===== src/rtl/fosl_pkg.sv =====
// Shared types and constants for the frequency-ordered search list.
// No dependencies; imported by the control sequencer and the top level.

package fosl_pkg;

	// request type codes
	localparam logic REQ_SEARCH = 1'b0;
	localparam logic REQ_LOAD   = 1'b1;

	// list length after reset
	localparam logic [4:0] LIST_LENGTH_RESET = 5'd16;

	// sequencer states
	typedef enum logic [1:0] {
		ST_IDLE,
		ST_SCAN,
		ST_SHIFT,
		ST_PLACE
	} state_t;

	// one result as delivered on the result ports
	typedef struct packed {
		logic        hit;
		logic [3:0]  old_position;
		logic [3:0]  new_position;
		logic [15:0] hit_count;
	} result_t;

endpackage


===== src/rtl/fosl_store.sv =====
// Entry store: one write port, one read port with registered read data.
// Generic RAM, no dependencies; each word packs an entry value and its hit count.

module fosl_store #(
	parameter int DEPTH = 16,
	parameter int WIDTH = 48
) (
	input  logic                     clk,
	input  logic                     we,
	input  logic [$clog2(DEPTH)-1:0] waddr,
	input  logic [WIDTH-1:0]         wdata,
	input  logic [$clog2(DEPTH)-1:0] raddr,
	output logic [WIDTH-1:0]         rdata
);

	logic [WIDTH-1:0] mem [DEPTH];
	logic [WIDTH-1:0] rdata_q;

	// write one entry
	always_ff @(posedge clk) begin
		if (we) begin
			mem[waddr] <= wdata;
		end
	end

	// register the read data
	always_ff @(posedge clk) begin
		rdata_q <= mem[raddr];
	end

	assign rdata = rdata_q;

endmodule


===== src/rtl/fosl_ctrl.sv =====
// Sequencer for the frequency-ordered search list: scan, shift toward front, place.
// Depends on fosl_pkg; drives one fosl_store instance through its ports.

module fosl_ctrl import fosl_pkg::*; #(
	parameter int MAX_ENTRIES = 16,
	parameter int VALUE_WIDTH = 32,
	parameter int COUNT_WIDTH = 16
) (
	input  logic                               clk,
	input  logic                               arst_n,
	input  logic                               start,
	input  logic                               req_type,
	input  logic [31:0]                        key_value,
	input  logic [3:0]                         load_slot,
	input  logic [4:0]                         list_length,
	output logic                               busy,
	output logic                               done,
	output result_t                            result,
	output logic                               mem_we,
	output logic [$clog2(MAX_ENTRIES)-1:0]     mem_waddr,
	output logic [VALUE_WIDTH+COUNT_WIDTH-1:0] mem_wdata,
	output logic [$clog2(MAX_ENTRIES)-1:0]     mem_raddr,
	input  logic [VALUE_WIDTH+COUNT_WIDTH-1:0] mem_rdata
);

	localparam int IDX_W  = $clog2(MAX_ENTRIES);
	localparam int USED_W = IDX_W + 1;

	state_t                 state_q, state_d;
	logic                   done_q, done_d;
	result_t                res_q, res_d;
	logic [IDX_W-1:0]       idx_q, idx_d;
	logic [IDX_W-1:0]       pos_q, pos_d;
	logic [VALUE_WIDTH-1:0] key_q, key_d;
	logic [VALUE_WIDTH-1:0] val_q, val_d;
	logic [COUNT_WIDTH-1:0] cnt_q, cnt_d;

	logic [USED_W-1:0]      used;
	logic [USED_W-1:0]      idx_p1;
	logic [IDX_W-1:0]       pos_m1;
	logic [VALUE_WIDTH-1:0] rd_val;
	logic [COUNT_WIDTH-1:0] rd_cnt;
	logic [COUNT_WIDTH-1:0] rd_cnt_inc;
	logic                   key_eq;
	logic                   cnt_ge;
	logic                   slot_ok;

	// clamp the list length to the store depth
	always_comb begin
		if (32'(list_length) > MAX_ENTRIES) begin
			used = USED_W'(MAX_ENTRIES);
		end else begin
			used = USED_W'(list_length);
		end
	end

	// shared compare and increment unit on the read word
	assign rd_val     = mem_rdata[VALUE_WIDTH+COUNT_WIDTH-1:COUNT_WIDTH];
	assign rd_cnt     = mem_rdata[COUNT_WIDTH-1:0];
	assign key_eq     = (rd_val == key_q);
	assign cnt_ge     = (cnt_q >= rd_cnt);
	assign rd_cnt_inc = (rd_cnt == '1) ? rd_cnt : rd_cnt + COUNT_WIDTH'(1);

	assign idx_p1  = {1'b0, idx_q} + USED_W'(1);
	assign pos_m1  = pos_q - IDX_W'(1);
	assign slot_ok = (32'(load_slot) < MAX_ENTRIES);

	// next state, memory controls and result
	always_comb begin
		state_d   = state_q;
		done_d    = 1'b0;
		res_d     = res_q;
		idx_d     = idx_q;
		pos_d     = pos_q;
		key_d     = key_q;
		val_d     = val_q;
		cnt_d     = cnt_q;
		mem_we    = 1'b0;
		mem_waddr = pos_q;
		mem_wdata = {val_q, cnt_q};
		mem_raddr = '0;

		case (state_q)
			ST_IDLE: begin
				if (start) begin
					key_d = VALUE_WIDTH'(key_value);
					if (req_type == REQ_LOAD) begin
						// write value, clear count, answer with a zero result
						mem_we    = slot_ok;
						mem_waddr = IDX_W'(load_slot);
						mem_wdata = {VALUE_WIDTH'(key_value), COUNT_WIDTH'(0)};
						done_d    = 1'b1;
						res_d     = '0;
					end else if (used == '0) begin
						done_d = 1'b1;
						res_d  = '0;
					end else begin
						mem_raddr = '0;
						idx_d     = '0;
						state_d   = ST_SCAN;
					end
				end
			end

			ST_SCAN: begin
				if (key_eq) begin
					val_d = rd_val;
					cnt_d = rd_cnt_inc;
					pos_d = idx_q;
					if (idx_q == '0) begin
						state_d = ST_PLACE;
					end else begin
						mem_raddr = idx_q - IDX_W'(1);
						state_d   = ST_SHIFT;
					end
				end else if (idx_p1 >= used) begin
					// drop: no entry matched
					done_d  = 1'b1;
					res_d   = '0;
					state_d = ST_IDLE;
				end else begin
					mem_raddr = IDX_W'(idx_p1);
					idx_d     = IDX_W'(idx_p1);
				end
			end

			ST_SHIFT: begin
				// read data holds the entry just in front of pos
				if (cnt_ge) begin
					mem_we    = 1'b1;
					mem_waddr = pos_q;
					mem_wdata = mem_rdata;
					pos_d     = pos_m1;
					if (pos_m1 != '0) begin
						mem_raddr = pos_m1 - IDX_W'(1);
					end else begin
						state_d = ST_PLACE;
					end
				end else begin
					state_d = ST_PLACE;
				end
			end

			ST_PLACE: begin
				mem_we                = 1'b1;
				mem_waddr             = pos_q;
				mem_wdata             = {val_q, cnt_q};
				done_d                = 1'b1;
				res_d.hit             = 1'b1;
				res_d.old_position    = 4'(idx_q);
				res_d.new_position    = 4'(pos_q);
				res_d.hit_count       = 16'(cnt_q);
				state_d               = ST_IDLE;
			end

			default: begin
				state_d = ST_IDLE;
			end
		endcase
	end

	// control state
	always_ff @(posedge clk or negedge arst_n) begin
		if (!arst_n) begin
			state_q <= ST_IDLE;
			done_q  <= 1'b0;
		end else begin
			state_q <= state_d;
			done_q  <= done_d;
		end
	end

	// payload registers
	always_ff @(posedge clk) begin
		res_q <= res_d;
		idx_q <= idx_d;
		pos_q <= pos_d;
		key_q <= key_d;
		val_q <= val_d;
		cnt_q <= cnt_d;
	end

	assign busy   = (state_q != ST_IDLE);
	assign done   = done_q;
	assign result = res_q;

endmodule


===== src/rtl/frequency_ordered_search_list.sv =====
// Top level of the frequency-ordered search list (count method).
// Depends on fosl_pkg, fosl_store and fosl_ctrl.
//
//   channel   handshake                 payload
//   request   start, busy               req_type, key_value, load_slot
//   result    done (one-cycle strobe)   hit, old_position, new_position, hit_count
//   config    cfg_valid, cfg_ready      cfg_data (list_length)
//
// A load writes its slot when accepted; its zero result strobes in the next cycle.
// A search scans from slot 0 until the key matches, then moves the hit entry toward
// the front past every entry whose hit count does not exceed its incremented count,
// stopping at slot 0 or at a larger count, and places it there; a miss scans
// min(list_length, 16) entries; the single read port gives one entry per cycle.
// Reset clears the sequencer and sets list_length to 16; stored entries are not cleared.
// The receiver cannot stall: each result is valid for the one cycle done is high.

module frequency_ordered_search_list import fosl_pkg::*; #(
	parameter int MAX_ENTRIES = 16,
	parameter int VALUE_WIDTH = 32,
	parameter int COUNT_WIDTH = 16
) (
	input  logic        clk,
	input  logic        arst_n,
	input  logic        start,
	output logic        busy,
	input  logic        req_type,
	input  logic [31:0] key_value,
	input  logic [3:0]  load_slot,
	output logic        done,
	output logic        hit,
	output logic [3:0]  old_position,
	output logic [3:0]  new_position,
	output logic [15:0] hit_count,
	input  logic        cfg_valid,
	output logic        cfg_ready,
	input  logic [4:0]  cfg_data
);

	localparam int IDX_W  = $clog2(MAX_ENTRIES);
	localparam int WORD_W = VALUE_WIDTH + COUNT_WIDTH;

	logic [4:0]        length_q;
	result_t           result;
	logic              mem_we;
	logic [IDX_W-1:0]  mem_waddr;
	logic [WORD_W-1:0] mem_wdata;
	logic [IDX_W-1:0]  mem_raddr;
	logic [WORD_W-1:0] mem_rdata;

	// hold the list length register
	assign cfg_ready = 1'b1;

	always_ff @(posedge clk or negedge arst_n) begin
		if (!arst_n) begin
			length_q <= LIST_LENGTH_RESET;
		end else if (cfg_valid && cfg_ready) begin
			length_q <= cfg_data;
		end
	end

	fosl_ctrl #(
		.MAX_ENTRIES (MAX_ENTRIES),
		.VALUE_WIDTH (VALUE_WIDTH),
		.COUNT_WIDTH (COUNT_WIDTH)
	) u_ctrl (
		.clk         (clk),
		.arst_n      (arst_n),
		.start       (start),
		.req_type    (req_type),
		.key_value   (key_value),
		.load_slot   (load_slot),
		.list_length (length_q),
		.busy        (busy),
		.done        (done),
		.result      (result),
		.mem_we      (mem_we),
		.mem_waddr   (mem_waddr),
		.mem_wdata   (mem_wdata),
		.mem_raddr   (mem_raddr),
		.mem_rdata   (mem_rdata)
	);

	fosl_store #(
		.DEPTH (MAX_ENTRIES),
		.WIDTH (WORD_W)
	) u_store (
		.clk   (clk),
		.we    (mem_we),
		.waddr (mem_waddr),
		.wdata (mem_wdata),
		.raddr (mem_raddr),
		.rdata (mem_rdata)
	);

	// drive the result ports
	assign hit          = result.hit;
	assign old_position = result.old_position;
	assign new_position = result.new_position;
	assign hit_count    = result.hit_count;

	// a finished search always strobes its result as the sequencer goes idle
	a_done_on_finish: assert property (@(posedge clk) disable iff (!arst_n)
		$fell(busy) |-> done)
		else $error("search finished without a result strobe");

	// a load answers in the next cycle and leaves the block free
	a_load_one_cycle: assert property (@(posedge clk) disable iff (!arst_n)
		(start && !busy && req_type == REQ_LOAD) |=> (done && !busy && !hit))
		else $error("load did not answer in one cycle");

	// starting a scan produces no result in the same cycle
	a_no_result_on_scan: assert property (@(posedge clk) disable iff (!arst_n)
		$rose(busy) |-> !done)
		else $error("result strobe while a scan starts");

endmodule

===== config.mk =====
export PLATFORM = sky130hd
export DESIGN_NAME = frequency_ordered_search_list
export DESIGN_NICKNAME = d
export VERILOG_FILES = /design/src/rtl/fosl_pkg.sv /design/src/rtl/fosl_store.sv /design/src/rtl/fosl_ctrl.sv /design/src/rtl/frequency_ordered_search_list.sv
export SDC_FILE = /design/constraint.sdc
export NUM_CORES = 1
export LEC_CHECK = 0
export ABC_AREA = 1
export BUFFER_PORTS_ARGS = -buffer_cell sky130_fd_sc_hd__buf_2
export CAP_MARGIN = 20
export CORE_MARGIN = 2
export CORE_UTILIZATION = 46
export CTS_CLUSTER_SIZE = 30
export DETAILED_ROUTE_END_ITERATION = 6
export PLACE_DENSITY = 0.7
export SLEW_MARGIN = 25
export SYNTH_ARGS = -nofsm -noshare
export SYNTH_HDL_FRONTEND = slang
export SYNTH_SLANG_ARGS = --single-unit

===== constraint.sdc =====
create_clock -name clk -period 7.79 [get_ports clk]
set_clock_uncertainty 0.05 [all_clocks]
set_input_delay 1.558 -clock clk [delete_from_list [all_inputs] [get_ports clk]]
set_output_delay 1.558 -clock clk [all_outputs]
set_load 0.005 [all_outputs]

==> results.md <==
* Sequential Power Share at 41.0%
* Drt drc at 0
* RSZ-0062 raised after global routing: false
* Top-count cell post-synth: nand3_1
* Rel. slew slack at 25.17%
* Area share of the largest cell type after synthesis at 63.04%
* Setup crit start: u_ctrl.idx_q[0]$_SDFFCE_PN0P_
* Core footprint at 90150 um^2
* Cell area after synthesis at 41970 um^2
* Capture point of the worst reg-to-reg path: u_store.rdata[21]$_DFF_P_
* HP Class: reg -> reg
* Internal Power at 10.38 mW
* Maximum clock rate at 192.0 MHz
* Initial drt markers at 3773
* Min Tclk post-route at 5209 ps
* Die Span Y at 306.0 um
* Number of global-route vias before repair at 27890
* Critical path class: reg -> reg
* Antenna-violating nets left at 0
* WP data required at 8340 ps
* Clk pwr share at 28.7%
* Part of the cycle the worst path needs at 66.86%
* Worst-Margin Slew at 1122 ps
* P&R area growth vs syn at 11.76%
* Crit-path max FO at 105
* Gpl congestion at 0.8261
* VDD IR max at 0.0003081 V
* Crit path capture: u_store.rdata[21]$_DFF_P_
* CTS tree: built
* Worst EP arrival at 5760 ps
* Post-layout util at 52.03%
* Leak pwr at 18.73 nW
* Post-cts sizing count at 0
* Clock Tree Root: clkbuf_16
* Count of buffers from port buffering at 72
* Final Setup Violations at 0
* Dpl hpwl at 58570 um
* Synth cell types at 39
* Pwr/cell area at 345.4 nW/um^2
* Routed vias/inst at 5.690
* Routed len/inst at 21.68 um
* Worst setup SP type: flip-flop
* Post-Syn Nets at 3995
* DR pass1 iterations at 6
* Area of the die at 93660 um^2
* Antenna Cells at 0
* Number of flops mapped to enable cells by yosys at 881
* Syn. warnings at 0
* R2r startpoint: u_ctrl.idx_q[0]$_SDFFCE_PN0P_
* Top cells by count, synth: 938 x nand3_1, 881 x edfxtp_1, 637 x inv_1
* Share of post-route cells with drive strength above 1 at 8.839%
* Status: finished, final reports clean
* Combinational share of power at 30.3%
* Total number of vias at 29480
* Routed WL at 112300 um
* Tot GR Track Use at 23.66%
* Hold_buf cts at 0
* Num CTS Buffers at 93
* First-pass GRT wire length at 169000 um
* Final hold vios at 0
* Largest cells by area after synthesis: edfxtp_1 63%, nand3_1 11%, inv_1 5.7%
* Clk_lat worst skew at 660 ps
* Max H-tree Level at 3
* Syn avg cell area at 10.71 um^2
* Register area share after synthesis at 65.81%
* Ports at 74
* Gr ovfl total at 0
* Slew Viols, Final at 0
* # clock sinks at 937
* Row cnt at 110
* Clk slew on worst S/H paths at 60 ps
* Switching portion of total power at 35.94%
* Number of synthesized register bits at 937
* Initial Util at 46.55%
* Initial antenna violation count at 1
* R2R depth at 16
* Reg2Reg Setup Slack at 2580 ps
* Fin Setup TNS at 0 ps
* Final nets at 4005
* MaxCap Viol Count at 0
* Width of the die at 306.0 um
* Post-CTS setup buffers at 0
* Switch Pwr at 5.821 mW
* CTS max path bufs at 3
* Ys flop type: edfxtp_1
* Largest net degree at the start of global routing at 148
* CP Capture Type: flip-flop
* Filler cells at 7564
* Syn Inst Count at 3917
* Post-synthesis async set-or-reset flop share at 0.8538%
* Synth area leader: edfxtp_1
==> worst min-delay path by stage <==
stage / startpoint / endpoint / slack, ps / cells past startpoint
final: u_store.rdata[17]$_DFF_P_ / u_ctrl.val_q[1]$_DFFE_PP_ / 420 / 0
after global routing: u_store.rdata[17]$_DFF_P_ / u_ctrl.val_q[1]$_DFFE_PP_ / 430 / 0
after CTS: u_store.rdata[17]$_DFF_P_ / u_ctrl.val_q[1]$_DFFE_PP_ / 420 / 0
after detailed placement: u_store.rdata[17]$_DFF_P_ / u_ctrl.val_q[1]$_DFFE_PP_ / 390 / 0
after global placement: u_store.rdata[17]$_DFF_P_ / u_ctrl.val_q[1]$_DFFE_PP_ / 410 / 0
after floorplan: u_store.rdata[17]$_DFF_P_ / u_ctrl.val_q[1]$_DFFE_PP_ / 380 / 0
==> final cells by class <==
| type | instances | area [um^2] | share of cell area, % |
|---|---|---|---|
| clock inverter | 31 | 415.4 | 0.8857 |
| multi-input combinational | 2097 | 11170 | 23.82 |
| clock buffer | 142 | 2755 | 5.874 |
| timing repair buffer | 151 | 1031 | 2.198 |
| inverter | 647 | 2436 | 5.194 |
| sequential | 937 | 27620 | 58.89 |
| tap | 1176 | 1471 | 3.137 |
==> critical path, stage by stage (launching register included) <==
cell      delay [ps]
edfxtp_1         520
ha_1             300
xor2_1           220
ha_1             290
a21o_1           160
a21oi_1          170
nand2_1          160
nand2_2          130
nand3_4          570
nand2_8          860
nand2_8          440
buf_4            540
nand2_1          140
nand3_1           90
nand3_1          140
nand3_1          160
nand2_1          130
==> power by group through the flow <==
stage	logic, mW	registers, mW	clock network (mW)
floorplan	3.20	6.66	0
global placement	4.67	6.75	0
detailed placement	4.79	6.75	0
CTS	4.81	6.64	4.70
global route	5.36	6.66	4.89
finish	4.91	6.64	4.65
==> layout by cell type (no fill, tap or decap), types with 4 or more instances in the layout <==
master	netlist	routed
dfxtp_1	48	48
clkinv_2	0	8
edfxtp_1	881	881
o21ai_0	56	56
nand2_1	590	587
o221ai_2	0	6
a21o_1	4	4
ha_1	32	31
clkbuf_1	108	28
clkbuf_8	0	18
nor2_4	0	17
xnor2_1	23	23
o211ai_1	31	31
o2111ai_2	0	10
a21oi_1	14	13
inv_2	9	9
dfrtp_1	7	7
buf_2	113	77
xor2_1	11	11
buf_4	7	60
clkbuf_16	0	96
inv_1	637	635
clkbuf_4	0	6
nor3_1	9	9
bufinv_16	0	9
nand3b_1	240	240
nor2_1	101	83
o221ai_1	10	4
clkinv_1	1	8
nand3_1	938	938
buf_12	0	5
==> metal layers <==
| layer | part of all wire, % | global-route usage (%) | up-vias |
|---|---|---|---|
| met4 | 3.1 | 8.294 | 0 |
| met1 | 40 | 33.57 | 14290 |
| met3 | 11 | 4.120 | 233 |
| met5 | 0 | 0 | - |
| met2 | 46 | 36.82 | 1615 |
| li1 | - | - | 13350 |
==> flip-flops by register name, indices dropped and copies added (netlist names), named ones only <==
signal,cells
length_q,5
u_ctrl.cnt_q,16
u_ctrl.done,1
u_ctrl.idx_q,4
u_ctrl.key_q,32
u_ctrl.pos_q,4
u_ctrl.result,25
u_ctrl.state_q,1
u_ctrl.val_q,32
u_store.mem,768
u_store.rdata,48
==> logic make-up (layout without fill, tap and decap cells) <==
group	Yosys count	count (layout)	share of synthesized area, %
buf+inv	883	971	8.297
mux	3	3	0.08049
other cells	1	1	0.008936
flops	937	937	65.81
xor+xnor	35	35	0.7483
fa+ha+maj	32	32	0.9540
compound gates	133	133	2.054
simple gates	1893	1893	22.05
==> metrics by stage <==
stage / total power [mW] / hold slack [ps] / std cells / instance area (um^2) / worst slack [ps]
after detailed placement: 11.54 / 393.1 / 4999 / 43580 / 2240
final: 16.20 / 420.4 / 5181 / 46900 / 2581
after floorplan: 9.860 / 380.0 / 3917 / 41970 / 2773
after CTS: 16.15 / 418.7 / 5172 / 46750 / 2529
after global placement: 11.42 / 406.1 / 4989 / 43460 / 2368
after global routing: 16.92 / 425.8 / 5181 / 46900 / 2255
Power figures use the tool's default switching activity.
